## config.mk

```make
export PLATFORM = sky130hd
export DESIGN_NAME = hex_token_line_stats
export DESIGN_NICKNAME = d
export VERILOG_FILES = /design/src/rtl/htls_pkg.sv /design/src/rtl/hex_token_line_stats.sv
export SDC_FILE = /design/constraint.sdc
export NUM_CORES = 1
export LEC_CHECK = 0
export ABC_AREA = 1
export ABC_CLOCK_PERIOD_IN_PS = 5300
export BUFFER_PORTS_ARGS = -buffer_cell sky130_fd_sc_hd__buf_4
export CAP_MARGIN = 20
export CORE_ASPECT_RATIO = 1.25
export CORE_MARGIN = 1
export CORE_UTILIZATION = 30
export DETAILED_ROUTE_END_ITERATION = 12
export PLACE_DENSITY_LB_ADDON = 0.12
export SLEW_MARGIN = 40
export SYNTH_ARGS = -nofsm -noshare
export SYNTH_HDL_FRONTEND = slang
export SYNTH_SLANG_ARGS = --single-unit
```

## constraint.sdc

```tcl
create_clock -name clk -period 5.3 [get_ports clk]
set_input_delay 0.265 -clock clk [delete_from_list [all_inputs] [get_ports clk]]
set_output_delay 0.265 -clock clk [all_outputs]
set_load 0.02 [all_outputs]
```

## src/rtl/htls_pkg.sv

```systemverilog
// Package for hex_token_line_stats: widths, character codes, parse modes
// and the byte classification functions.
// No dependencies; rtl/hex_token_line_stats.sv uses it by scoped names.
package htls_pkg;

    // Widths of the word value and the line count registers
    localparam int VALUE_BITS = 32;
    localparam int COUNT_BITS = 16;

    // Widths of the result fields
    localparam int OUT_COUNT_BITS = 16;
    localparam int OUT_SUM_BITS   = 48;
    localparam int OUT_MAX_BITS   = 32;

    // Working widths: adder with carry, and extensions before the field masks
    localparam int ADD_BITS   = ((VALUE_BITS > OUT_SUM_BITS) ? VALUE_BITS : OUT_SUM_BITS) + 1;
    localparam int CEXT_BITS  = (COUNT_BITS > OUT_COUNT_BITS) ? COUNT_BITS : OUT_COUNT_BITS;
    localparam int VEXT_BITS  = (VALUE_BITS > OUT_MAX_BITS) ? VALUE_BITS : OUT_MAX_BITS;

    localparam logic [OUT_SUM_BITS-1:0] SUM_MAX   = {OUT_SUM_BITS{1'b1}};
    localparam logic [COUNT_BITS-1:0]   COUNT_MAX = {COUNT_BITS{1'b1}};
    localparam logic [VALUE_BITS-1:0]   VALUE_MAX = {VALUE_BITS{1'b1}};

    // Item kinds
    localparam logic KIND_TEXT = 1'b0;
    localparam logic KIND_END  = 1'b1;

    // Character codes
    localparam logic [7:0] CHAR_NL    = 8'h0A;
    localparam logic [7:0] CHAR_TAB   = 8'h09;
    localparam logic [7:0] CHAR_VT    = 8'h0B;
    localparam logic [7:0] CHAR_FF    = 8'h0C;
    localparam logic [7:0] CHAR_CR    = 8'h0D;
    localparam logic [7:0] CHAR_SPACE = 8'h20;
    localparam logic [7:0] CHAR_0     = 8'h30;
    localparam logic [7:0] CHAR_9     = 8'h39;
    localparam logic [7:0] CHAR_UA    = 8'h41;
    localparam logic [7:0] CHAR_UF    = 8'h46;
    localparam logic [7:0] CHAR_LA    = 8'h61;
    localparam logic [7:0] CHAR_LF    = 8'h66;

    // Word parse modes
    typedef enum logic [1:0] {
        MODE_IDLE   = 2'd0,
        MODE_HEX    = 2'd1,
        MODE_BAD    = 2'd2,
        MODE_HEXSAT = 2'd3
    } mode_t;

    typedef struct packed {
        logic       valid;
        logic [3:0] value;
    } hex_digit_t;

    function automatic logic is_blank(input logic [7:0] b);
        return (b == CHAR_SPACE) || (b == CHAR_TAB) || (b == CHAR_NL) ||
               (b == CHAR_VT) || (b == CHAR_FF) || (b == CHAR_CR);
    endfunction

    function automatic hex_digit_t hex_digit(input logic [7:0] b);
        hex_digit_t d;
        d.valid = 1'b1;
        d.value = 4'd0;
        if ((b >= CHAR_0) && (b <= CHAR_9))
        begin
            d.value = 4'(b - CHAR_0);
        end
        else if ((b >= CHAR_LA) && (b <= CHAR_LF))
        begin
            d.value = 4'(b - CHAR_LA + 8'd10);
        end
        else if ((b >= CHAR_UA) && (b <= CHAR_UF))
        begin
            d.value = 4'(b - CHAR_UA + 8'd10);
        end
        else
        begin
            d.valid = 1'b0;
        end
        return d;
    endfunction

endpackage

```

## src/rtl/hex_token_line_stats.sv

```systemverilog
// Top level of hex_token_line_stats: per-line count, sum and maximum of hex words.
// Depends on rtl/htls_pkg.sv.
//
// Path: a line-closing beat passes the input register, then the result register.
// Throughput: one input beat per clock while the result beat is not stalled; the word
//   and line registers load from the input register, with the result register after them.
// Reset: rst_n clears the parse mode, word and line registers and both valid flags.
module hex_token_line_stats (
    input  logic        clk,
    input  logic        rst_n,

    input  logic        in_valid,
    output logic        in_stall,
    input  logic        kind,
    input  logic [7:0]  text_byte,

    output logic        out_valid,
    input  logic        out_stall,
    output logic [15:0] number_count,
    output logic [47:0] number_sum,
    output logic [31:0] number_max,
    output logic        value_saturated
);

    localparam int VB = htls_pkg::VALUE_BITS;
    localparam int CB = htls_pkg::COUNT_BITS;
    localparam int AB = htls_pkg::ADD_BITS;

    // Input register
    logic       in_full_reg,  in_full_next;
    logic       kind_reg;
    logic [7:0] byte_reg;

    // Parse and line state
    htls_pkg::mode_t mode_reg, mode_next;
    logic [VB-1:0]   word_reg, word_next;
    logic [CB-1:0]   count_reg, count_next;
    logic [47:0]     sum_reg, sum_next;
    logic [VB-1:0]   max_reg, max_next;
    logic            has_bytes_reg, has_bytes_next;
    logic            clamped_reg, clamped_next;

    // Result register
    logic        out_valid_reg, out_valid_next;
    logic [15:0] count_out_reg;
    logic [47:0] sum_out_reg;
    logic [31:0] max_out_reg;
    logic        sat_out_reg;

    logic advance;
    logic emit;

    // Line statistics with the pending word folded in
    logic            word_open;
    logic [CB-1:0]   c_count;
    logic [47:0]     c_sum;
    logic [VB-1:0]   c_max;
    logic            c_clamped;
    logic [AB-1:0]   sum_wide;
    htls_pkg::hex_digit_t digit;

    logic [htls_pkg::CEXT_BITS-1:0] count_ext;
    logic [htls_pkg::VEXT_BITS-1:0] max_ext;

    // Process the held byte when the result slot is free or being drained
    assign advance  = in_full_reg && (!out_valid_reg || !out_stall);
    assign in_stall = in_full_reg && !advance;

    always_comb
    begin
        in_full_next = in_full_reg;
        if (in_valid && !in_stall)
        begin
            in_full_next = 1'b1;
        end
        else if (advance)
        begin
            in_full_next = 1'b0;
        end
    end

    always_ff @(posedge clk or negedge rst_n)
    begin
        if (!rst_n)
        begin
            in_full_reg <= 1'b0;
        end
        else
        begin
            in_full_reg <= in_full_next;
        end
    end

    always_ff @(posedge clk)
    begin
        if (in_valid && !in_stall)
        begin
            kind_reg <= kind;
            byte_reg <= text_byte;
        end
    end

    // Close the pending word: saturating count, clamped sum, running maximum
    always_comb
    begin
        word_open = (mode_reg == htls_pkg::MODE_HEX) || (mode_reg == htls_pkg::MODE_HEXSAT);
        sum_wide  = AB'(sum_reg) + AB'(word_reg);
        c_count   = count_reg;
        c_sum     = sum_reg;
        c_max     = max_reg;
        c_clamped = clamped_reg;
        if (word_open)
        begin
            if (count_reg != htls_pkg::COUNT_MAX)
            begin
                c_count = count_reg + 1'b1;
            end
            if (sum_wide > AB'(htls_pkg::SUM_MAX))
            begin
                c_sum = htls_pkg::SUM_MAX;
            end
            else
            begin
                c_sum = sum_wide[47:0];
            end
            if (word_reg > max_reg)
            begin
                c_max = word_reg;
            end
            if (mode_reg == htls_pkg::MODE_HEXSAT)
            begin
                c_clamped = 1'b1;
            end
        end
    end

    assign digit = htls_pkg::hex_digit(byte_reg);

    // Next state of the parser and line registers
    always_comb
    begin
        mode_next      = mode_reg;
        word_next      = word_reg;
        count_next     = count_reg;
        sum_next       = sum_reg;
        max_next       = max_reg;
        has_bytes_next = has_bytes_reg;
        clamped_next   = clamped_reg;
        emit           = 1'b0;
        if (advance)
        begin
            if ((kind_reg == htls_pkg::KIND_END) || (byte_reg == htls_pkg::CHAR_NL))
            begin
                // End of line or text: emit (text end only if the line has bytes), clear
                emit           = (kind_reg == htls_pkg::KIND_TEXT) || has_bytes_reg;
                mode_next      = htls_pkg::MODE_IDLE;
                word_next      = '0;
                count_next     = '0;
                sum_next       = '0;
                max_next       = '0;
                has_bytes_next = 1'b0;
                clamped_next   = 1'b0;
            end
            else if (htls_pkg::is_blank(byte_reg))
            begin
                has_bytes_next = 1'b1;
                mode_next      = htls_pkg::MODE_IDLE;
                word_next      = '0;
                count_next     = c_count;
                sum_next       = c_sum;
                max_next       = c_max;
                clamped_next   = c_clamped;
            end
            else if (!digit.valid)
            begin
                has_bytes_next = 1'b1;
                mode_next      = htls_pkg::MODE_BAD;
                word_next      = '0;
            end
            else
            begin
                has_bytes_next = 1'b1;
                unique case (mode_reg)
                    htls_pkg::MODE_IDLE:
                    begin
                        mode_next = htls_pkg::MODE_HEX;
                        word_next = VB'(digit.value);
                    end
                    htls_pkg::MODE_HEX:
                    begin
                        // Clamp when the next digit would shift bits out of the word
                        if (word_reg[VB-1:VB-4] != 4'd0)
                        begin
                            mode_next = htls_pkg::MODE_HEXSAT;
                            word_next = htls_pkg::VALUE_MAX;
                        end
                        else
                        begin
                            word_next = {word_reg[VB-5:0], digit.value};
                        end
                    end
                    htls_pkg::MODE_BAD, htls_pkg::MODE_HEXSAT:
                    begin
                        mode_next = mode_reg;
                    end
                endcase
            end
        end
    end

    always_ff @(posedge clk or negedge rst_n)
    begin
        if (!rst_n)
        begin
            mode_reg      <= htls_pkg::MODE_IDLE;
            word_reg      <= '0;
            count_reg     <= '0;
            sum_reg       <= '0;
            max_reg       <= '0;
            has_bytes_reg <= 1'b0;
            clamped_reg   <= 1'b0;
        end
        else
        begin
            mode_reg      <= mode_next;
            word_reg      <= word_next;
            count_reg     <= count_next;
            sum_reg       <= sum_next;
            max_reg       <= max_next;
            has_bytes_reg <= has_bytes_next;
            clamped_reg   <= clamped_next;
        end
    end

    // Result register: load on emit, drop once the beat is taken
    assign count_ext = htls_pkg::CEXT_BITS'(c_count);
    assign max_ext   = htls_pkg::VEXT_BITS'(c_max);

    always_comb
    begin
        out_valid_next = out_valid_reg;
        if (emit)
        begin
            out_valid_next = 1'b1;
        end
        else if (!out_stall)
        begin
            out_valid_next = 1'b0;
        end
    end

    always_ff @(posedge clk or negedge rst_n)
    begin
        if (!rst_n)
        begin
            out_valid_reg <= 1'b0;
        end
        else
        begin
            out_valid_reg <= out_valid_next;
        end
    end

    always_ff @(posedge clk)
    begin
        if (emit)
        begin
            count_out_reg <= count_ext[15:0];
            sum_out_reg   <= c_sum;
            max_out_reg   <= max_ext[31:0];
            sat_out_reg   <= c_clamped;
        end
    end

    assign out_valid       = out_valid_reg;
    assign number_count    = count_out_reg;
    assign number_sum      = sum_out_reg;
    assign number_max      = max_out_reg;
    assign value_saturated = sat_out_reg;

    // A newline always yields a result beat
    a_newline_emits: assert property (@(posedge clk) disable iff (!rst_n)
        (advance && (kind_reg == htls_pkg::KIND_TEXT) && (byte_reg == htls_pkg::CHAR_NL))
        |=> out_valid)
        else $error("newline did not produce a result beat");

    // End of text returns the line to its reset state
    a_end_clears: assert property (@(posedge clk) disable iff (!rst_n)
        (advance && (kind_reg == htls_pkg::KIND_END))
        |=> ((mode_reg == htls_pkg::MODE_IDLE) && (count_reg == '0) && (sum_reg == '0)
             && !has_bytes_reg && !clamped_reg))
        else $error("end of text left line state behind");

    // A clamped word holds the all-ones value
    a_hexsat_word: assert property (@(posedge clk) disable iff (!rst_n)
        (mode_reg == htls_pkg::MODE_HEXSAT) |-> (word_reg == htls_pkg::VALUE_MAX))
        else $error("clamped word does not hold the maximum value");

    // No counted word means no sum, no maximum and no clamp flag
    a_empty_line: assert property (@(posedge clk) disable iff (!rst_n)
        (count_reg == '0) |-> ((sum_reg == '0) && (max_reg == '0) && !clamped_reg))
        else $error("line statistics without a counted word");

    // A result is never loaded over one that is still stalled
    a_no_overwrite: assert property (@(posedge clk) disable iff (!rst_n)
        (out_valid_reg && out_stall) |-> !emit)
        else $error("result beat overwritten while stalled");

endmodule
```

==> impl_metrics.yaml <==
status:
  status: "complete, no violations"
placement:
  gp_congestion: 0.910
  detailed_place_hpwl_mm: 33.6
  port_buffers: 111
die:
  die_y_um: 256
  core_um2: 50600
  fp-row-count: 92
  start_util_pct: 30.5
  die_area_um2: 52400
  dieWidth_um: 205
  io_pins: 112
timing:
  post-route-period-util_pct: 57.4
  fin_crit_ns: 3.04
  fin_setup_tns_ns: 0
  max_freq_mhz: 328
  grt_setup_unrepaired: "false"
  final_hold_viol_count: 0
  setup_viol: 0
  tightest_slew_ns: 0.818
  slew_headroom_pct: 45.4
  maxSlewViolCount: 0
  fin_skew_ns: 0.0157
detailed_routing:
  routed-via-count: 12900
  routed_wl_mm: 46.2
  wl_per_cell_um: 16.6
  drc: 0
  ant_nets: 0
  drt_iter0_drc: 559
  routed_via_density: 4.64
  first_pass_iters: 5
setup_path:
  cp_max_fo: 48
  path_class: "reg2reg"
  worstPathArrival_ns: 3.34
  cp-end-kind: "flip-flop"
  critPathRequiredTime_ns: 5.60
  start_kind: "flip-flop"
yosys:
  syn_inst: 1987
  yosysTopAreaCell: "dfrtp_1"
  synth_area_um2: 15500
  ys_seq_area_share_pct: 42.3
  synth_nets: 2071
  synth_warnings: 0
  ys_ff_latch: 240
  ys_types: 51
  synth_top_cell_area_share_pct: 21.7
  async_flop_share_pct: 55.8
  synth_area_leaders: "dfrtp_1 (22%), edfxtp_1 (21%), nand2_1 (16%)"
  synth_enable_flop_cells: 106
  avgSynthCellArea_um2: 7.78
  yosys_most_used_dff: "dfrtp_1"
cts:
  path_clk_slew_ns: 0.06
  h-tree-depth: 1
  clockBufferDepth: 3
  numClockSinks: 240
  numCtsBuffers: 29
  cts_resized: 0
  insertion_delay_ns: 0.58
  cts_tree: "built"
  cts_setup_buffers: 0
  cts_root_buf: "clkbuf_16"
  hold_buffers: 12
hold_path:
  worstHoldPathType: "in2async"
power:
  vdd_ir_drop_max_mv: 0.221
  pwr_density_cell_nw_per_um2: 306
  p_leak_nw: 9.03
grt:
  first_global_vias: 12900
  grt_max_degree: 98
  grt_overflow: 0
  grt_pass1_wl_mm: 72.9
  track_usage_pct: 17.9
  antenna_found_initial: 0
finish:
  area_growth_pct: 16.9
  fin_util_pct: 35.7
  drive_above_1_share_pct: 14.0
  fillCellCount: 5327
  fin_nets: 2182
  n_antenna_cell: 0
run:
  cap_viol_max_count: 0
path summary, 6_finish.rpt:
| check | cells after the start | slack, ns | start | to |
|---|---|---|---|---|
| max reg2reg | 15 | 2.26 | word_reg[0] | number_sum[28] |
| max in group asynchronous | 3 | 4.08 | rst_n | mode_reg[0] |
| max | 15 | 2.26 | word_reg[0] | number_sum[28] |
| min | 2 | 0.26 | rst_n | sum_reg[34] |
| min reg2reg | 2 | 0.48 | max_reg[16] | max_reg[16] |
| min in group clk | 2 | 0.41 | text_byte[1] | byte_reg[1] |
power by group:
part           leakage [nW]  switching (mW)  internal (mW)
Clock                 0.515           0.849           1.35
Combinational          5.67           0.689          0.363
Sequential             2.85           0.121           2.16
Total                  9.03            1.66           3.87
routing by layer:
metal,track usage (%),up-vias,routed length (um)
met2,30.9,214,22400
met5,0,-,0
li1,-,6563,-
met4,4.67,0,1000
met1,23.4,6044,21200
met3,2.09,60,1620
kinds of logic (layout without fill, tap and decap cells):
logic type | Yosys count | after routing | share of synthesized area, %
xor+xnor | 37 | 37 | 2.10
fa+ha+maj | 71 | 71 | 5.80
flops | 240 | 240 | 42.3
buf+inv | 372 | 506 | 10.0
compound gates | 199 | 199 | 9.98
simple gates | 1068 | 1068 | 29.8
layout make-up:
cell class,instances,area [um^2],area share [%]
multi-input cells,1375,7400,40.9
inverters,315,1180,6.54
flip-flops and latches,240,6540,36.2
clock inverters,16,244,1.35
repair buffers,137,1090,6.02
clock buffers,38,800,4.42
well taps,658,823,4.56
cells in the mapped netlist, drive strengths merged (2+ instances only):
master,n
or2,10
edfxtp,106
buf,39
a21boi,25
o21bai,2
nand3,166
clkbuf,18
nor3,12
nor4,4
dfrtp,134
nand2,682
o22ai,8
a31oi,16
o21a,5
o211ai,30
xor2,18
nand3b,9
ha,70
inv,315
and2,34
o21ai,65
a21oi,47
nor2,132
nand4,17
xnor2,19
cells in the final DEF, fill, tap and decap left out, drive strengths merged:
| cell type | synthesis | layout |
|---|---|---|
| ha | 70 | 70 |
| a21boi | 25 | 25 |
| nand2 | 682 | 682 |
| o21bai | 2 | 2 |
| and2 | 34 | 34 |
| nor4 | 4 | 4 |
| o21a | 5 | 5 |
| o211ai | 30 | 30 |
| a31oi | 16 | 16 |
| o22ai | 8 | 8 |
| dfrtp | 134 | 134 |
| fa | 1 | 1 |
| clkinv | 0 | 9 |
| dlygate4sd3 | 0 | 12 |
| edfxtp | 106 | 106 |
| clkbuf | 18 | 38 |
| buf | 39 | 125 |
| inv | 315 | 316 |
| nand3b | 9 | 9 |
| xor2 | 18 | 18 |
| nand3 | 166 | 166 |
| bufinv | 0 | 6 |
| a21oi | 47 | 47 |
| o21ai | 65 | 65 |
| a21o | 1 | 1 |
| and3 | 1 | 1 |
| nor3 | 12 | 12 |
| xnor2 | 19 | 19 |
| nand4 | 17 | 17 |
| or2 | 10 | 10 |
| nor2 | 132 | 132 |
| nor3b | 1 | 1 |
metrics by stage:
step	hold WS [ns]	worst slack (ns)	instances	power (mW)	area, um^2
floorplan	-0.0306	1.34	1987	3.00	15500
global placement	0.302	2.27	2713	3.37	16900
detailed placement	0.305	2.31	2713	3.38	16900
CTS	0.266	2.30	2779	5.64	18100
global route	0.297	2.11	2779	5.83	18100
finish	0.260	2.26	2779	5.53	18100
critical path, stage by stage (launching register included):
cell and delay, ns:
dfrtp_1 0.38, ha_1 0.24, inv_1 0.07, fa_1 0.41, inv_1 0.12, nand2_1 0.06, nand2_1 0.08, nand3_1 0.08
nand2_2 0.14, nand2_2 0.08, nand2_4 0.08, nand2_4 0.05, nand2_4 0.09, a21oi_4 0.05, buf_4 0.28, a21boi_0 0.55
Note: power is estimated with default switching activity, not from simulation.
